[src/rtl/core/bm25f_pkg.sv]
// bm25f_pkg: shared types, widths and codes of the bm25f document scorer
// no dependencies; imported by every module of the block
`timescale 1ns / 1ps
`default_nettype none

package bm25f_pkg;

  // field widths
  localparam int ID_W    = 32;
  localparam int WT_W    = 32;
  localparam int CNT_W   = 16;
  localparam int LEN_W   = 24;
  localparam int SCORE_W = 48;
  localparam int K_W     = 20;
  localparam int B_W     = 17;
  localparam int W_W     = 21;
  localparam int AVG_W   = 40;
  localparam int TF_W    = 32;

  // shared divider geometry
  localparam int DIV_D_W   = 40;
  localparam int DIV_Q_W   = 38;
  localparam int DIV_CNT_W = 6;

  // register port geometry
  localparam int APB_DW = 64;
  localparam int APB_AW = 6;

  // queue between front and back
  localparam int QUEUE_DEPTH = 2;

  // register reset values
  localparam logic [K_W-1:0]   RST_K_SATURATION = 20'd78643;
  localparam logic [B_W-1:0]   RST_LEN_NORM     = 17'd49152;
  localparam logic [W_W-1:0]   RST_FIELD_WEIGHT = 21'd131072;
  localparam logic [AVG_W-1:0] RST_AVG_LENGTH   = 40'd65536;

  // register indexes
  typedef enum logic [2:0] {
    REG_K_SATURATION     = 3'd0,
    REG_FIELD_LEN_NORM   = 3'd1,
    REG_BODY_LEN_NORM    = 3'd2,
    REG_FIELD_WEIGHT     = 3'd3,
    REG_AVG_FIELD_LENGTH = 3'd4,
    REG_AVG_BODY_LENGTH  = 3'd5
  } reg_idx_e;

  // which counts of an item are nonzero
  typedef enum logic [1:0] {
    KIND_NONE  = 2'd0,
    KIND_FIELD = 2'd1,
    KIND_BODY  = 2'd2,
    KIND_BOTH  = 2'd3
  } item_kind_e;

  typedef enum logic [1:0] {
    DIV_IDLE  = 2'd0,
    DIV_CHECK = 2'd1,
    DIV_RUN   = 2'd2
  } div_state_e;

  typedef enum logic [3:0] {
    BK_IDLE         = 4'd0,
    BK_RATIO        = 4'd1,
    BK_RATIO_WAIT   = 4'd2,
    BK_DENOM_MUL    = 4'd3,
    BK_TF_START     = 4'd4,
    BK_TF_WAIT      = 4'd5,
    BK_COMB_MUL     = 4'd6,
    BK_COMBINE      = 4'd7,
    BK_FACTOR_MUL   = 4'd8,
    BK_FACTOR_START = 4'd9,
    BK_FACTOR_WAIT  = 4'd10,
    BK_TERM_MUL     = 4'd11,
    BK_ACCUM        = 4'd12,
    BK_EMIT         = 4'd13
  } back_state_e;

  typedef struct packed {
    logic [ID_W-1:0]  doc_id;
    logic [WT_W-1:0]  term_weight;
    logic [CNT_W-1:0] field_count;
    logic [CNT_W-1:0] body_count;
    logic [LEN_W-1:0] field_length;
    logic [LEN_W-1:0] body_length;
    logic             last_term;
  } in_item_t;

  typedef struct packed {
    logic [ID_W-1:0]    doc_out;
    logic [SCORE_W-1:0] doc_score;
  } out_item_t;

  typedef struct packed {
    logic [K_W-1:0]   k_saturation;
    logic [B_W-1:0]   field_len_norm;
    logic [B_W-1:0]   body_len_norm;
    logic [W_W-1:0]   field_weight;
    logic [AVG_W-1:0] avg_field_length;
    logic [AVG_W-1:0] avg_body_length;
  } cfg_t;

  // item after the front has classified it
  typedef struct packed {
    logic [ID_W-1:0]  doc_id;
    logic [WT_W-1:0]  term_weight;
    logic [CNT_W-1:0] field_count;
    logic [CNT_W-1:0] body_count;
    logic [LEN_W-1:0] field_length;
    logic [LEN_W-1:0] body_length;
    logic             last_term;
    item_kind_e       kind;
  } cls_item_t;

  // divider request: remainder start, low dividend bits left aligned
  typedef struct packed {
    logic                 start;
    logic [DIV_D_W-1:0]   rem;
    logic [DIV_Q_W-1:0]   low;
    logic [DIV_D_W-1:0]   den;
    logic [DIV_CNT_W-1:0] bits;
  } div_req_t;

  typedef struct packed {
    logic               done;
    logic               ovf;
    logic [DIV_Q_W-1:0] quo;
  } div_rsp_t;

endpackage

`default_nettype wire

[src/rtl/core/bm25f_div.sv]
// bm25f_div: shared radix-2 restoring divider, one quotient bit per cycle
// depends on bm25f_pkg; flags overflow when the quotient exceeds the requested bits
`timescale 1ns / 1ps
`default_nettype none

module bm25f_div
  import bm25f_pkg::*;
(
  input  logic     clk_i,
  input  logic     rst_ni,
  input  div_req_t req_i,
  output div_rsp_t rsp_o
);

  div_state_e           state_q, state_d;
  logic [DIV_CNT_W-1:0] cnt_q, cnt_d;
  logic                 done_q, done_d;
  logic                 ovf_q, ovf_d;
  logic [DIV_D_W-1:0]   rem_q, rem_d;
  logic [DIV_D_W-1:0]   den_q, den_d;
  logic [DIV_Q_W-1:0]   low_q, low_d;
  logic [DIV_Q_W-1:0]   quo_q, quo_d;

  logic [DIV_D_W:0] trial;
  logic [DIV_D_W:0] diff;
  logic             fits;

  // one restoring step
  assign trial = {rem_q, low_q[DIV_Q_W-1]};
  assign diff  = trial - {1'b0, den_q};
  assign fits  = (trial >= {1'b0, den_q});

  // next state and datapath
  always_comb begin
    state_d = state_q;
    cnt_d   = cnt_q;
    done_d  = 1'b0;
    ovf_d   = ovf_q;
    rem_d   = rem_q;
    den_d   = den_q;
    low_d   = low_q;
    quo_d   = quo_q;
    case (state_q)
      DIV_IDLE: begin
        if (req_i.start) begin
          rem_d   = req_i.rem;
          den_d   = req_i.den;
          low_d   = req_i.low;
          quo_d   = '0;
          cnt_d   = req_i.bits;
          ovf_d   = 1'b0;
          state_d = DIV_CHECK;
        end
      end
      DIV_CHECK: begin
        // quotient would not fit in the requested bits
        if (rem_q >= den_q) begin
          ovf_d   = 1'b1;
          quo_d   = '1;
          done_d  = 1'b1;
          state_d = DIV_IDLE;
        end else begin
          state_d = DIV_RUN;
        end
      end
      DIV_RUN: begin
        rem_d = fits ? diff[DIV_D_W-1:0] : trial[DIV_D_W-1:0];
        low_d = low_q << 1;
        quo_d = {quo_q[DIV_Q_W-2:0], fits};
        cnt_d = cnt_q - DIV_CNT_W'(1);
        if (cnt_q == DIV_CNT_W'(1)) begin
          done_d  = 1'b1;
          state_d = DIV_IDLE;
        end
      end
      default: begin
        state_d = DIV_IDLE;
      end
    endcase
  end

  // control registers
  always_ff @(posedge clk_i or negedge rst_ni) begin
    if (!rst_ni) begin
      state_q <= DIV_IDLE;
      cnt_q   <= '0;
      done_q  <= 1'b0;
      ovf_q   <= 1'b0;
    end else begin
      state_q <= state_d;
      cnt_q   <= cnt_d;
      done_q  <= done_d;
      ovf_q   <= ovf_d;
    end
  end

  // operand and result registers
  always_ff @(posedge clk_i) begin
    rem_q <= rem_d;
    den_q <= den_d;
    low_q <= low_d;
    quo_q <= quo_d;
  end

  assign rsp_o.done = done_q;
  assign rsp_o.ovf  = ovf_q;
  assign rsp_o.quo  = quo_q;

endmodule

`default_nettype wire

[src/rtl/core/bm25f_front.sv]
// bm25f_front: input stage, masks lengths and classifies items by nonzero counts
// depends on bm25f_pkg; feeds bm25f_queue
`timescale 1ns / 1ps
`default_nettype none

module bm25f_front
  import bm25f_pkg::*;
#(
  parameter int LENGTH_BITS = 24
) (
  input  logic      clk_i,
  input  logic      rst_ni,
  input  logic      in_valid_i,
  output logic      in_stall_o,
  input  in_item_t  in_data_i,
  output logic      push_o,
  output cls_item_t push_item_o,
  input  logic      full_i
);

  localparam int LEN_KEEP = (LENGTH_BITS < LEN_W) ? LENGTH_BITS : LEN_W;
  localparam logic [LEN_W-1:0] LEN_MASK = {LEN_W{1'b1}} >> (LEN_W - LEN_KEEP);

  logic      hold_valid_q, hold_valid_d;
  cls_item_t hold_q;
  cls_item_t cls;
  logic      accept;

  // classify the incoming item
  always_comb begin
    cls.doc_id       = in_data_i.doc_id;
    cls.term_weight  = in_data_i.term_weight;
    cls.field_count  = in_data_i.field_count;
    cls.body_count   = in_data_i.body_count;
    cls.field_length = in_data_i.field_length & LEN_MASK;
    cls.body_length  = in_data_i.body_length & LEN_MASK;
    cls.last_term    = in_data_i.last_term;
    if ((in_data_i.field_count != '0) && (in_data_i.body_count != '0)) begin
      cls.kind = KIND_BOTH;
    end else if (in_data_i.field_count != '0) begin
      cls.kind = KIND_FIELD;
    end else if (in_data_i.body_count != '0) begin
      cls.kind = KIND_BODY;
    end else begin
      cls.kind = KIND_NONE;
    end
  end

  // handshake with the source and the queue
  assign in_stall_o  = hold_valid_q && full_i;
  assign push_o      = hold_valid_q && !full_i;
  assign push_item_o = hold_q;
  assign accept      = in_valid_i && !in_stall_o;

  always_comb begin
    hold_valid_d = hold_valid_q;
    if (accept) begin
      hold_valid_d = 1'b1;
    end else if (push_o) begin
      hold_valid_d = 1'b0;
    end
  end

  always_ff @(posedge clk_i or negedge rst_ni) begin
    if (!rst_ni) begin
      hold_valid_q <= 1'b0;
    end else begin
      hold_valid_q <= hold_valid_d;
    end
  end

  always_ff @(posedge clk_i) begin
    if (accept) begin
      hold_q <= cls;
    end
  end

endmodule

`default_nettype wire

[src/rtl/core/bm25f_queue.sv]
// bm25f_queue: short queue of classified items between front and back
// depends on bm25f_pkg
`timescale 1ns / 1ps
`default_nettype none

module bm25f_queue
  import bm25f_pkg::*;
(
  input  logic      clk_i,
  input  logic      rst_ni,
  input  logic      push_i,
  input  cls_item_t push_item_i,
  output logic      full_o,
  input  logic      pop_i,
  output logic      valid_o,
  output cls_item_t item_o
);

  localparam int PTR_W = $clog2(QUEUE_DEPTH);

  cls_item_t        entries_q [QUEUE_DEPTH];
  logic [PTR_W-1:0] wr_ptr_q, wr_ptr_d;
  logic [PTR_W-1:0] rd_ptr_q, rd_ptr_d;
  logic [PTR_W:0]   count_q, count_d;
  logic             do_push, do_pop;

  assign full_o  = (count_q == (PTR_W+1)'(QUEUE_DEPTH));
  assign valid_o = (count_q != '0);
  assign item_o  = entries_q[rd_ptr_q];
  assign do_push = push_i && !full_o;
  assign do_pop  = pop_i && valid_o;

  // pointer and fill update
  always_comb begin
    wr_ptr_d = do_push ? wr_ptr_q + PTR_W'(1) : wr_ptr_q;
    rd_ptr_d = do_pop ? rd_ptr_q + PTR_W'(1) : rd_ptr_q;
    count_d  = count_q;
    if (do_push && !do_pop) begin
      count_d = count_q + (PTR_W+1)'(1);
    end else if (do_pop && !do_push) begin
      count_d = count_q - (PTR_W+1)'(1);
    end
  end

  always_ff @(posedge clk_i or negedge rst_ni) begin
    if (!rst_ni) begin
      wr_ptr_q <= '0;
      rd_ptr_q <= '0;
      count_q  <= '0;
    end else begin
      wr_ptr_q <= wr_ptr_d;
      rd_ptr_q <= rd_ptr_d;
      count_q  <= count_d;
    end
  end

  always_ff @(posedge clk_i) begin
    if (do_push) begin
      entries_q[wr_ptr_q] <= push_item_i;
    end
  end

endmodule

`default_nettype wire

[src/rtl/core/bm25f_back.sv]
// bm25f_back: scoring sequencer with one shared multiplier, accumulator and
// output register; depends on bm25f_pkg and bm25f_div
`timescale 1ns / 1ps
`default_nettype none

module bm25f_back
  import bm25f_pkg::*;
#(
  parameter int FRAC_BITS = 16
) (
  input  logic      clk_i,
  input  logic      rst_ni,
  input  cfg_t      cfg_i,
  input  logic      q_valid_i,
  input  cls_item_t q_item_i,
  output logic      q_pop_o,
  output logic      out_valid_o,
  input  logic      out_stall_i,
  output out_item_t out_data_o
);

  localparam int BC_W     = FRAC_BITS + 1;
  localparam int FACT_W   = FRAC_BITS + 4;
  localparam int MA_W     = FRAC_BITS + 5;
  localparam int MB_W     = DIV_Q_W;
  localparam int PROD_W   = MA_W + MB_W;
  localparam int W_RATIO  = LEN_W + 2 * FRAC_BITS;
  localparam int W_FACT   = TF_W + FACT_W;
  localparam int WIDE_W   = (W_RATIO > W_FACT) ? W_RATIO : W_FACT;
  localparam int RATIO_QB = DIV_Q_W;
  localparam int TF_QB    = TF_W;
  localparam int FACT_QB  = FACT_W;
  localparam int TFS_W    = TF_W + 6;
  localparam int ACC_W    = SCORE_W + 1;
  localparam int DIVS_W   = TF_W + 1;

  localparam logic [31:0] ONE_Q  = 32'd1 << FRAC_BITS;
  localparam logic [31:0] K1_MAX = 32'd10 << FRAC_BITS;
  localparam logic [31:0] W_MAX  = 32'd16 << FRAC_BITS;

  back_state_e         state_q, state_d;
  cls_item_t           item_q, item_d;
  logic                side_body_q, side_body_d;
  logic [DIV_Q_W-1:0]  ratio_q, ratio_d;
  logic [PROD_W-1:0]   prod_q, prod_d;
  logic [TF_W-1:0]     tf_field_q, tf_field_d;
  logic [TF_W-1:0]     tf_body_q, tf_body_d;
  logic [TF_W-1:0]     tf_q, tf_d;
  logic [DIVS_W-1:0]   div_q, div_d;
  logic [FACT_W-1:0]   factor_q, factor_d;
  logic [SCORE_W-1:0]  sum_q, sum_d;
  logic                out_valid_q, out_valid_d;
  out_item_t           out_data_q, out_data_d;

  div_req_t div_req;
  div_rsp_t div_rsp;

  logic [CNT_W-1:0]   cnt_s;
  logic [LEN_W-1:0]   len_s;
  logic [AVG_W-1:0]   avg_s, avg_nz;
  logic [B_W-1:0]     b_s;
  logic [BC_W-1:0]    b_c;
  logic [MA_W-1:0]    w_c;
  logic [FACT_W-1:0]  k1_c, k1_one;
  logic [MA_W-1:0]    mul_a;
  logic [MB_W-1:0]    mul_b;
  logic [PROD_W-1:0]  mul_p;
  logic [WIDE_W-1:0]  n_w;
  logic [DIV_D_W-1:0] denom;
  logic [TF_W-1:0]    tf_div;
  logic [TFS_W-1:0]   tf_sum;
  logic [ACC_W-1:0]   acc;
  logic               out_free;

  bm25f_div u_div (
    .clk_i  (clk_i),
    .rst_ni (rst_ni),
    .req_i  (div_req),
    .rsp_o  (div_rsp)
  );

  // operands of the side being worked on
  always_comb begin
    cnt_s  = side_body_q ? item_q.body_count : item_q.field_count;
    len_s  = side_body_q ? item_q.body_length : item_q.field_length;
    avg_s  = side_body_q ? cfg_i.avg_body_length : cfg_i.avg_field_length;
    b_s    = side_body_q ? cfg_i.body_len_norm : cfg_i.field_len_norm;
    avg_nz = (avg_s == '0) ? AVG_W'(1) : avg_s;
  end

  // clamped configuration values
  always_comb begin
    b_c    = (32'(b_s) > ONE_Q) ? BC_W'(ONE_Q) : BC_W'(b_s);
    w_c    = (32'(cfg_i.field_weight) > W_MAX) ? MA_W'(W_MAX) : MA_W'(cfg_i.field_weight);
    k1_c   = (32'(cfg_i.k_saturation) > K1_MAX) ? FACT_W'(K1_MAX)
                                                 : FACT_W'(cfg_i.k_saturation);
    k1_one = k1_c + FACT_W'(ONE_Q);
  end

  // length normalization denominator and divider results
  assign denom  = DIV_D_W'(ONE_Q) - DIV_D_W'(b_c) + DIV_D_W'(prod_q >> FRAC_BITS);
  assign tf_div = div_rsp.ovf ? '1 : div_rsp.quo[TF_W-1:0];
  assign tf_sum = TFS_W'(prod_q >> FRAC_BITS) + TFS_W'(tf_body_q);
  assign acc    = ACC_W'(sum_q) + ACC_W'(prod_q >> FRAC_BITS);
  assign mul_p  = PROD_W'(mul_a) * PROD_W'(mul_b);
  assign out_free = !out_valid_q || !out_stall_i;

  // sequencer: next state, multiplier operands and divider requests
  always_comb begin
    state_d     = state_q;
    item_d      = item_q;
    side_body_d = side_body_q;
    ratio_d     = ratio_q;
    prod_d      = prod_q;
    tf_field_d  = tf_field_q;
    tf_body_d   = tf_body_q;
    tf_d        = tf_q;
    div_d       = div_q;
    factor_d    = factor_q;
    sum_d       = sum_q;
    out_valid_d = out_valid_q && out_stall_i;
    out_data_d  = out_data_q;
    q_pop_o     = 1'b0;
    mul_a       = '0;
    mul_b       = '0;
    n_w         = '0;
    div_req     = '0;
    case (state_q)
      BK_IDLE: begin
        if (q_valid_i) begin
          q_pop_o    = 1'b1;
          item_d     = q_item_i;
          tf_field_d = '0;
          tf_body_d  = '0;
          case (q_item_i.kind)
            KIND_NONE: begin
              state_d = BK_EMIT;
            end
            KIND_BODY: begin
              side_body_d = 1'b1;
              state_d     = BK_RATIO;
            end
            default: begin
              side_body_d = 1'b0;
              state_d     = BK_RATIO;
            end
          endcase
        end
      end
      // length over average, Q.F
      BK_RATIO: begin
        n_w           = WIDE_W'(len_s) << (2 * FRAC_BITS);
        div_req.start = 1'b1;
        div_req.rem   = DIV_D_W'(n_w >> RATIO_QB);
        div_req.low   = DIV_Q_W'(n_w);
        div_req.den   = avg_nz;
        div_req.bits  = DIV_CNT_W'(RATIO_QB);
        state_d       = BK_RATIO_WAIT;
      end
      BK_RATIO_WAIT: begin
        if (div_rsp.done) begin
          ratio_d = div_rsp.ovf ? '1 : div_rsp.quo;
          state_d = BK_DENOM_MUL;
        end
      end
      BK_DENOM_MUL: begin
        mul_a   = MA_W'(b_c);
        mul_b   = ratio_q;
        prod_d  = mul_p;
        state_d = BK_TF_START;
      end
      // count over normalized length; a zero denominator overflows to the cap
      BK_TF_START: begin
        n_w           = WIDE_W'(cnt_s) << (2 * FRAC_BITS);
        div_req.start = 1'b1;
        div_req.rem   = DIV_D_W'(n_w >> TF_QB);
        div_req.low   = DIV_Q_W'(n_w << (DIV_Q_W - TF_QB));
        div_req.den   = denom;
        div_req.bits  = DIV_CNT_W'(TF_QB);
        state_d       = BK_TF_WAIT;
      end
      BK_TF_WAIT: begin
        if (div_rsp.done) begin
          if (side_body_q) begin
            tf_body_d = tf_div;
            state_d   = BK_COMB_MUL;
          end else begin
            tf_field_d = tf_div;
            if (item_q.kind == KIND_BOTH) begin
              side_body_d = 1'b1;
              state_d     = BK_RATIO;
            end else begin
              state_d = BK_COMB_MUL;
            end
          end
        end
      end
      BK_COMB_MUL: begin
        mul_a   = w_c;
        mul_b   = MB_W'(tf_field_q);
        prod_d  = mul_p;
        state_d = BK_COMBINE;
      end
      // weighted field tf plus body tf, capped
      BK_COMBINE: begin
        tf_d    = (|tf_sum[TFS_W-1:TF_W]) ? '1 : tf_sum[TF_W-1:0];
        state_d = BK_FACTOR_MUL;
      end
      BK_FACTOR_MUL: begin
        mul_a   = MA_W'(k1_one);
        mul_b   = MB_W'(tf_q);
        prod_d  = mul_p;
        div_d   = DIVS_W'(k1_c) + DIVS_W'(tf_q);
        state_d = BK_FACTOR_START;
      end
      // saturation factor (k1 + 1) * tf / (k1 + tf)
      BK_FACTOR_START: begin
        if (div_q == '0) begin
          state_d = BK_EMIT;
        end else begin
          n_w           = WIDE_W'(prod_q);
          div_req.start = 1'b1;
          div_req.rem   = DIV_D_W'(n_w >> FACT_QB);
          div_req.low   = DIV_Q_W'(n_w << (DIV_Q_W - FACT_QB));
          div_req.den   = DIV_D_W'(div_q);
          div_req.bits  = DIV_CNT_W'(FACT_QB);
          state_d       = BK_FACTOR_WAIT;
        end
      end
      BK_FACTOR_WAIT: begin
        if (div_rsp.done) begin
          factor_d = div_rsp.quo[FACT_W-1:0];
          state_d  = BK_TERM_MUL;
        end
      end
      BK_TERM_MUL: begin
        mul_a   = MA_W'(factor_q);
        mul_b   = MB_W'(item_q.term_weight);
        prod_d  = mul_p;
        state_d = BK_ACCUM;
      end
      // saturating accumulate
      BK_ACCUM: begin
        sum_d   = acc[SCORE_W] ? '1 : acc[SCORE_W-1:0];
        state_d = BK_EMIT;
      end
      // document end: transfer a nonzero score once the output is free
      BK_EMIT: begin
        if (!item_q.last_term || (sum_q == '0)) begin
          state_d = BK_IDLE;
        end else if (out_free) begin
          out_valid_d          = 1'b1;
          out_data_d.doc_out   = item_q.doc_id;
          out_data_d.doc_score = sum_q;
          sum_d                = '0;
          state_d              = BK_IDLE;
        end
      end
      default: begin
        state_d = BK_IDLE;
      end
    endcase
  end

  // control state and score accumulator
  always_ff @(posedge clk_i or negedge rst_ni) begin
    if (!rst_ni) begin
      state_q     <= BK_IDLE;
      side_body_q <= 1'b0;
      sum_q       <= '0;
      out_valid_q <= 1'b0;
    end else begin
      state_q     <= state_d;
      side_body_q <= side_body_d;
      sum_q       <= sum_d;
      out_valid_q <= out_valid_d;
    end
  end

  // working registers
  always_ff @(posedge clk_i) begin
    item_q     <= item_d;
    ratio_q    <= ratio_d;
    prod_q     <= prod_d;
    tf_field_q <= tf_field_d;
    tf_body_q  <= tf_body_d;
    tf_q       <= tf_d;
    div_q      <= div_d;
    factor_q   <= factor_d;
    out_data_q <= out_data_d;
  end

  assign out_valid_o = out_valid_q;
  assign out_data_o  = out_data_q;

endmodule

`default_nettype wire

[src/rtl/core/bm25f_document_scorer.sv]
// BM25F two-field document scorer.
// Input channel (in_valid_i / in_stall_o / in_data_i): one transfer per
// (document, query term). An item carrying last_term closes the document.
// Output channel (out_valid_o / out_stall_i / out_data_o): one transfer per
// closed document whose accumulated score is nonzero; zero scores are dropped.
// Register port: APB-style, 64-bit data, register i at byte address 8*i;
// write the registers only while the block is idle.
// Operation: the back end handles one item at a time, using one radix-2 divider
// that produces one quotient bit per cycle. Per side with a nonzero count it
// runs a 38-bit and a 32-bit division and one multiply step, then per item a
// FRAC_BITS+4 bit division and three more multiply steps. An item with both
// counts zero skips the divisions. An item passes through an input register,
// the queue, the back end and an output register on its way to the result.
// A two-entry queue lets up to three items wait.
// Reset clears the score accumulator, the queue and the output valid flag and
// loads the register defaults. While out_stall_i is high the finished result
// is held and the back end waits at the next document end; input items keep
// flowing into the queue until it fills, then in_stall_o rises.
// depends on bm25f_pkg, bm25f_front, bm25f_queue, bm25f_back
`timescale 1ns / 1ps
`default_nettype none

module bm25f_document_scorer
  import bm25f_pkg::*;
#(
  parameter int FRAC_BITS   = 16,
  parameter int LENGTH_BITS = 24
) (
  input  logic              clk_i,
  input  logic              rst_ni,
  input  logic              in_valid_i,
  output logic              in_stall_o,
  input  in_item_t          in_data_i,
  output logic              out_valid_o,
  input  logic              out_stall_i,
  output out_item_t         out_data_o,
  input  logic              psel,
  input  logic              penable,
  input  logic              pwrite,
  input  logic [APB_AW-1:0] paddr,
  input  logic [APB_DW-1:0] pwdata,
  output logic [APB_DW-1:0] prdata,
  output logic              pready
);

  cfg_t      cfg_q, cfg_d;
  reg_idx_e  reg_idx;
  logic      cfg_write;
  logic      push;
  cls_item_t push_item;
  logic      q_full;
  logic      q_valid;
  logic      q_pop;
  cls_item_t q_item;

  // register port decode
  assign reg_idx   = reg_idx_e'(paddr[APB_AW-1:3]);
  assign cfg_write = psel && penable && pwrite;
  assign pready    = 1'b1;

  always_comb begin
    cfg_d = cfg_q;
    if (cfg_write) begin
      case (reg_idx)
        REG_K_SATURATION:     cfg_d.k_saturation     = pwdata[K_W-1:0];
        REG_FIELD_LEN_NORM:   cfg_d.field_len_norm   = pwdata[B_W-1:0];
        REG_BODY_LEN_NORM:    cfg_d.body_len_norm    = pwdata[B_W-1:0];
        REG_FIELD_WEIGHT:     cfg_d.field_weight     = pwdata[W_W-1:0];
        REG_AVG_FIELD_LENGTH: cfg_d.avg_field_length = pwdata[AVG_W-1:0];
        REG_AVG_BODY_LENGTH:  cfg_d.avg_body_length  = pwdata[AVG_W-1:0];
        default: begin
        end
      endcase
    end
  end

  // register read back
  always_comb begin
    case (reg_idx)
      REG_K_SATURATION:     prdata = APB_DW'(cfg_q.k_saturation);
      REG_FIELD_LEN_NORM:   prdata = APB_DW'(cfg_q.field_len_norm);
      REG_BODY_LEN_NORM:    prdata = APB_DW'(cfg_q.body_len_norm);
      REG_FIELD_WEIGHT:     prdata = APB_DW'(cfg_q.field_weight);
      REG_AVG_FIELD_LENGTH: prdata = APB_DW'(cfg_q.avg_field_length);
      REG_AVG_BODY_LENGTH:  prdata = APB_DW'(cfg_q.avg_body_length);
      default:              prdata = '0;
    endcase
  end

  always_ff @(posedge clk_i or negedge rst_ni) begin
    if (!rst_ni) begin
      cfg_q.k_saturation     <= RST_K_SATURATION;
      cfg_q.field_len_norm   <= RST_LEN_NORM;
      cfg_q.body_len_norm    <= RST_LEN_NORM;
      cfg_q.field_weight     <= RST_FIELD_WEIGHT;
      cfg_q.avg_field_length <= RST_AVG_LENGTH;
      cfg_q.avg_body_length  <= RST_AVG_LENGTH;
    end else begin
      cfg_q <= cfg_d;
    end
  end

  // input stage and classification
  bm25f_front #(
    .LENGTH_BITS (LENGTH_BITS)
  ) u_front (
    .clk_i       (clk_i),
    .rst_ni      (rst_ni),
    .in_valid_i  (in_valid_i),
    .in_stall_o  (in_stall_o),
    .in_data_i   (in_data_i),
    .push_o      (push),
    .push_item_o (push_item),
    .full_i      (q_full)
  );

  // decoupling queue
  bm25f_queue u_queue (
    .clk_i       (clk_i),
    .rst_ni      (rst_ni),
    .push_i      (push),
    .push_item_i (push_item),
    .full_o      (q_full),
    .pop_i       (q_pop),
    .valid_o     (q_valid),
    .item_o      (q_item)
  );

  // scoring back end
  bm25f_back #(
    .FRAC_BITS (FRAC_BITS)
  ) u_back (
    .clk_i       (clk_i),
    .rst_ni      (rst_ni),
    .cfg_i       (cfg_q),
    .q_valid_i   (q_valid),
    .q_item_i    (q_item),
    .q_pop_o     (q_pop),
    .out_valid_o (out_valid_o),
    .out_stall_i (out_stall_i),
    .out_data_o  (out_data_o)
  );

endmodule

`default_nettype wire

[config.mk]
export PLATFORM = sky130hd
export DESIGN_NAME = bm25f_document_scorer
export DESIGN_NICKNAME = d
export VERILOG_FILES = /design/src/rtl/core/bm25f_pkg.sv /design/src/rtl/core/bm25f_div.sv /design/src/rtl/core/bm25f_front.sv /design/src/rtl/core/bm25f_queue.sv /design/src/rtl/core/bm25f_back.sv /design/src/rtl/core/bm25f_document_scorer.sv
export SDC_FILE = /design/constraint.sdc
export NUM_CORES = 2
export LEC_CHECK = 0
export BUFFER_PORTS_ARGS = -buffer_cell sky130_fd_sc_hd__buf_4
export CORE_MARGIN = 2
export CORE_UTILIZATION = 45
export CTS_CLUSTER_DIAMETER = 50
export DETAILED_ROUTE_END_ITERATION = 6
export GPL_TIMING_DRIVEN = 0
export MAX_ROUTING_LAYER = met4
export PLACE_DENSITY = 0.72
export SLEW_MARGIN = 20
export SYNTH_ARGS = -nofsm -noshare
export SYNTH_HDL_FRONTEND = slang
export SYNTH_SLANG_ARGS = --single-unit
export TNS_END_PERCENT = 30
[constraint.sdc]
create_clock -name clk_i -period 8.5 [get_ports clk_i]
set_input_delay 1.7 -clock clk_i [delete_from_list [all_inputs] [get_ports clk_i]]
set_output_delay 1.7 -clock clk_i [all_outputs]
set_load 0.01 [all_outputs]
Word-level counts from Yosys, hierarchy flattened
Memory sizes are Yosys's and may differ from the RTL's.
Index checks and enable logic that the tools add are counted.
- bits in registers: 1000
- bits in writable memories: 294
- output and inout port bits: 147
- memories: 1
- add/sub/neg operators: 12
- $mul: 1
- order comparisons: 5
- equal/unequal tests: 37
- muxes and demuxes: 75
- bitwise operators: 1
- reductions and logical operators: 60
- memories (memory ; words ; width ; read ports ; clocked after memory_dff ; write ports ; line ; text):
    u_queue.entries_q ; 2 ; 147 ; 1 ; 0 ; 1 ; bm25f_queue.sv:21 ; cls_item_t entries_q [QUEUE_DEPTH];
- operators with widths (operator ; number):
    $pmux W125 S3 ; 1
    $pmux W40 S6 ; 1
    $mux W32 ; 6
    $mux W40 ; 4
    $pmux W38 S4 ; 1
    $mux W48 ; 3
    $pmux W32 S2 ; 2
    $mux W125 ; 1
    $mux W38 ; 3
    $pmux W38 S3 ; 1
    $pmux W48 S2 ; 1
    $pmux W21 S4 ; 1
    $pmux W40 S2 ; 1
    $pmux W38 S2 ; 1
    $mul A21 B38 Y59 ; 1
    $pmux W4 S14 ; 1
    $add A48 B43 Y49 ; 1
    $logic_not A48 Y1 ; 1
    $ge A41 B40 Y1 ; 1
    $add A40 B40 Y40 ; 1
    $ge A40 B40 Y1 ; 1
    $logic_not A40 Y1 ; 1
    $sub A40 B40 Y40 ; 1
    $add A38 B32 Y38 ; 1
    other kinds (54) ; 154

Depth between registers and ports, before layout
- word-level depth: 8
- gate-level depth with buffers: 39
- depth with buffers taken out: 35

Modules after synthesis
A second synthesis with hierarchy kept.
- cells, all modules: 7543
- area total of the unflattened synthesis: 86013.7 um^2
- modules (own cells, without submodules) (module ; times used ; cells each ; area an instance (um^2)):
    bm25f_back ; 1 ; 5406 ; 52870.7
    bm25f_queue ; 1 ; 476 ; 10841.6
    bm25f_div ; 1 ; 962 ; 10436.3
    bm25f_document_scorer ; 1 ; 537 ; 7335.8
    bm25f_front ; 1 ; 162 ; 4529.3

Least setup slack after synthesis
Ideal clock, no wire load.
- path type: register to register
- start point: register u_back.state_q[1]
- end point: register u_back.prod_q[55], data pin
- arrival: 9209 ps
- slack: -968 ps
- cell stages (with the launch flop): 34
- path buffers: 4
- clock period less this slack: 9468 ps
- cell sequence: dfrtp_1 -> clkbuf_1 -> nor2_1 -> nand2_1 -> clkinv_1 -> clkbuf_1 -> a22oi_1 -> nand2_1 -> clkbuf_1 -> nand2_1 -> fa_1 -> inv_1 -> fa_1 -> fa_1 -> fa_1 -> inv_1 -> fa_1 -> inv_1 -> fa_1 -> inv_1 -> fa_1 -> inv_1 -> ha_1 -> clkbuf_1 -> nand4_1 -> nor4_1 -> o21ai_0 -> a311oi_1 -> o21ai_1 -> a41o_1 -> o21a_1 -> o31ai_1 -> a21oi_1 -> xnor2_1
- word-level cells in the longest chain between the ends: 3
- elaborated cells between the ends (all ways): 7
- ends and longest elaborated chain (what ; line ; text):
    start: declaration ; bm25f_back.sv:41 ; back_state_e state_q, state_d;
    start signal: assignment ; bm25f_back.sv:273 ; state_q <= state_d;
    $eq A4 B4 Y1 (tied with other cells) ; bm25f_back.sv:128 ; case (state_q)
    $pmux W21 S4 or $pmux W38 S4 (tied branches) ; bm25f_back.sv:128 ;
    $mul A21 B38 Y59 * ; bm25f_back.sv:105 ; assign mul_p = PROD_W'(mul_a) * PROD_W'(mul_b);
    via u_back.mul_p[55] ; bm25f_back.sv:67 ; logic [PROD_W-1:0] mul_p;
    end signal: assignment ; bm25f_back.sv:284 ; prod_q <= prod_d;
    end: declaration ; bm25f_back.sv:45 ; logic [PROD_W-1:0] prod_q, prod_d;
The timed path passes the listed nets; every way through them passes the cells marked *.
A chain may end at the register's enable or synchronous reset.

Worst setup path in the final report
- start point: register u_back.side_body_q
- end point: register u_back.prod_q[41], data pin
- word-level cells in the longest chain between the ends: 5
- ends and longest elaborated chain (what ; line ; text):
    start: declaration ; bm25f_back.sv:43 ; logic side_body_q, side_body_d;
    start signal: assignment ; bm25f_back.sv:274 ; side_body_q <= side_body_d;
    $mux W17 * ; bm25f_back.sv:87 ; b_s = side_body_q ? cfg_i.body_len_norm : cfg_i.field_len_norm;
    $gt A17 B17 Y1 ; bm25f_back.sv:93 ; b_c = (32'(b_s) > ONE_Q) ? BC_W'(ONE_Q) : BC_W'(b_s);
    $mux W17 * ; bm25f_back.sv:93 ;
    $pmux W21 S4 * ; bm25f_back.sv:128 ;
    $mul A21 B38 Y59 * ; bm25f_back.sv:105 ;
    via u_back.mul_p[41] ; bm25f_back.sv:67 ;
Marked as above.

==> metrics <==
outcome=finished with violations; failing checks=design-rule violations, negative setup slack; Setup Skew=44.49 ps; Die ar.=191700 um^2; Critical Path Source Type=flip-flop; Async S/R FF share, synth=0.1755; total grt overflow=0; Remaining DRCs=11; clock power share=0.177; clock sink count=1276; cells on worst reg2reg path=33; Area Growth Syn to Fin=17.43%; worst r2r src=u_back.side_body_q; vias in the first global route=62752; final hold vios=0; Post-Synth XOR/XNOR Area=0.02388; CTS root buffer=clkbuf_16; total track usage=0.3118; initial antenna violation count=25; Cell Pwr Density=357.4 nW/um^2; CTS H-Tree Depth=4; Flop pwr share=0.308; LEAKAGE=40.65 nW; DP Wirelength=231700 um; Mean Syn Cell Area=11.32 um^2; CP max stage cell=fa_1; EDFF count, synth=1052; Detailed Routing Iterations Pass 1=7; Worst Hold End=u_back.out_data_o[52]; routability congestion estimate=1.014; top cells by area, synth=edfxtp_1, fa_1, dfrtp_1; WP data arrival=10070 ps; max-slew headroom at the worst pin=0.2063; Setup Total Neg Slack=-22300 ps; Int Power=19.52 mW; layout cells sized above 1=0.1870; most common cell in the netlist=edfxtp_1; Period minus WS final=9537 ps; FF+latch area=37220 um^2; Worst R2R Setup Slack=-1040 ps; Mapped Cells=7481; Ys Warns=0; first-pass GRT wire length=422800 um; core area=187400 um^2; crit-path max FO=10; CTS Hold Bufs=0; routed wire length=293400 um; vias post-DR=62858; combinational power share=0.515; post-route cell area=99480 um^2; actual slew at the worst max-slew pin=1180 ps; Seq/Total Area, Yosys=0.4393; Synth Area in Compound Gates=0.1009; WP data required=9040 ps; most common flop cell mapped by yosys=edfxtp_1; Setup CP Type=flip-flop to flip-flop; Die Span X=437.9 um; Switching Share=0.4510; FMAX=104.9 MHz; NumNets Final=9465; period utilization=1.122; adder-cell share of the synthesized area=0.2200; Die H=437.9 um; Synth Area in Simple Gates=0.1041; routed length per instance=27.20 um; area of the multi-input gates=44460 um^2; Max Slew Vio Count=0; Clk Latency, worst-skew pair=810 ps; Place WS=-3503 ps; mux share of post-synthesis cell area=0.05437; Max Cap Viol=0; worst r2r dst=u_back.prod_q[41]; Fillers=16211; area leader, netlist=edfxtp_1; main combinational cell family by area after synthesis=adder cells; post-DR vias/cell=5.828; largest net degree at the start of global routing=89; Post-DP Area=91590 um^2; I/O pin cnt=369; Sw Pwr=16.03 mW; maximum VDD drop=245.5 uV; Num CTS Buffers=145; Largest stage delay, worst path=580 ps; Final setup viols=34; Reg clk slew, reported paths=60 ps; RSZ-0062 raised after global routing=true; number of distinct library cells after synthesis=92; crit-path most repeated cell=fa_1; worst setup margin=-1037 ps; synth cell count leaders=edfxtp_1, nand2_1, inv_1; hold depth=0; post-synth top area share=0.3729; Post-Syn Area=84720 um^2; deepest clock path buffer count=3; antenna viol nets, final=0; FP Rows=159; PortBufs=313; CTS tree=yes; DR iter-0 viols=7304; #FFs+latches synth=1276; worst min path class=flip-flop to flip-flop; Hold Slack=415.8 ps; Initial Util=0.4521; crit end category=flip-flop; Hold Path Origin=u_back.item_q[119]
==> flip-flops by register name, indices dropped and copies added (netlist names), 6 cells and up <==
| register | cells |
|---|---|
| u_queue.entries_q | 294 |
| u_back.ratio_q | 38 |
| u_front.push_item_o | 147 |
| cfg_q | 155 |
| u_back.tf_q | 32 |
| u_back.item_q | 147 |
| u_back.prod_q | 59 |
| u_back.u_div.quo_q | 38 |
| u_back.sum_q | 48 |
| u_back.tf_field_q | 32 |
| u_back.u_div.cnt_q | 6 |
| u_back.div_q | 33 |
| u_back.u_div.den_q | 40 |
| u_back.out_data_o | 80 |
| u_back.u_div.low_q | 20 |
| u_back.u_div.rem_q | 40 |
| u_back.factor_q | 20 |
| u_back.tf_body_q | 32 |
==> cell usage in the layout, fill, tap and decap left out, drive strengths merged, types with 95 or more instances in the layout <==
cell / instances
ha: 392
dfrtp: 208
mux2i: 111
mux2: 310
a22oi: 121
buf: 600
xnor2: 143
nand3: 95
nor2: 388
a21o: 139
fa: 686
o21ai: 213
nand2: 886
a21oi: 428
edfxtp: 1052
inv: 860
clkbuf: 424
==> critical path: cells and delay by family, from the launching register on <==
family / cells / cell delay [ps]
fa+ha+maj: 8 / 3870
buf+inv: 13 / 1980
compound gates: 6 / 1730
simple gates: 4 / 660
flops: 1 / 490
mux: 1 / 350
xor+xnor: 1 / 160
==> routing by layer <==
metal  up-vias  share of wire  global-route usage
met5         -              0                   -
met4         0          0.043              0.1194
met3       605          0.095             0.06220
met2      3236           0.46              0.4768
met1     31807           0.40              0.4106
li1      27210              -                   -
==> power by group through the flow <==
| stage | registers (mW) | clock network [mW] | logic, mW |
|---|---|---|---|
| after global routing | 11.0 | 6.60 | 19.7 |
| after global placement | 11.3 | 0 | 16.4 |
| after floorplan | 10.1 | 0 | 11.3 |
| after CTS | 10.9 | 6.36 | 17.7 |
| final | 11.0 | 6.28 | 18.3 |
| after detailed placement | 11.0 | 0 | 16.9 |
==> what timing repair did <==
item	CTS	global route
setup endpoints to repair	48	40
setup buffers	87	34
gates resized for setup	410	127
gates cloned	1	0
pin swaps	73	92
==> logic make-up after synthesis <==
kind of cell | after synthesis
AND/OR/NAND/NOR | 1931
AO/OA/AOI/OAI | 1318
flip-flops | 1276
buffers and inverters | 1224
adder cells (fa/ha/maj) | 1078
multiplexers | 421
XOR/XNOR | 231
other | 2
==> how the worst max path moves through the flow <==
stage	from	end	slack [ps]
CTS	u_back.side_body_q	u_back.prod_q[53]	-980
floorplan	u_back.side_body_q	u_back.prod_q[41]	-40
global placement	u_back.state_q[2]	u_back.prod_q[53]	-3740
finish	u_back.side_body_q	u_back.prod_q[41]	-1040
detailed placement	u_back.state_q[3]	u_back.prod_q[53]	-3500
global route	u_back.side_body_q	u_back.prod_q[53]	-1280
==> final cells by class <==
cell class | count | share of cell area
multi-input cells | 5050 | 0.4469
inverters | 843 | 0.03197
well taps | 2495 | 0.03138
diodes | 7 | 0.0001761
clock buffers | 176 | 0.03896
repair buffers | 477 | 0.04306
clock inverters | 90 | 0.009924
plain buffers | 372 | 0.02342
flip-flops and latches | 1276 | 0.3742
==> through the flow <==
step	power (mW)	cells	utilization
2_1_floorplan	21.46	7550	-
3_3_place_gp	27.67	10358	0.4837
3_5_place_dp	27.89	10400	0.4887
4_1_cts	34.94	10745	0.5266
5_1_grt	37.32	10784	0.5308
6_report	35.55	10786	0.5308
No activity file was read; power rests on OpenSTA's default activity.
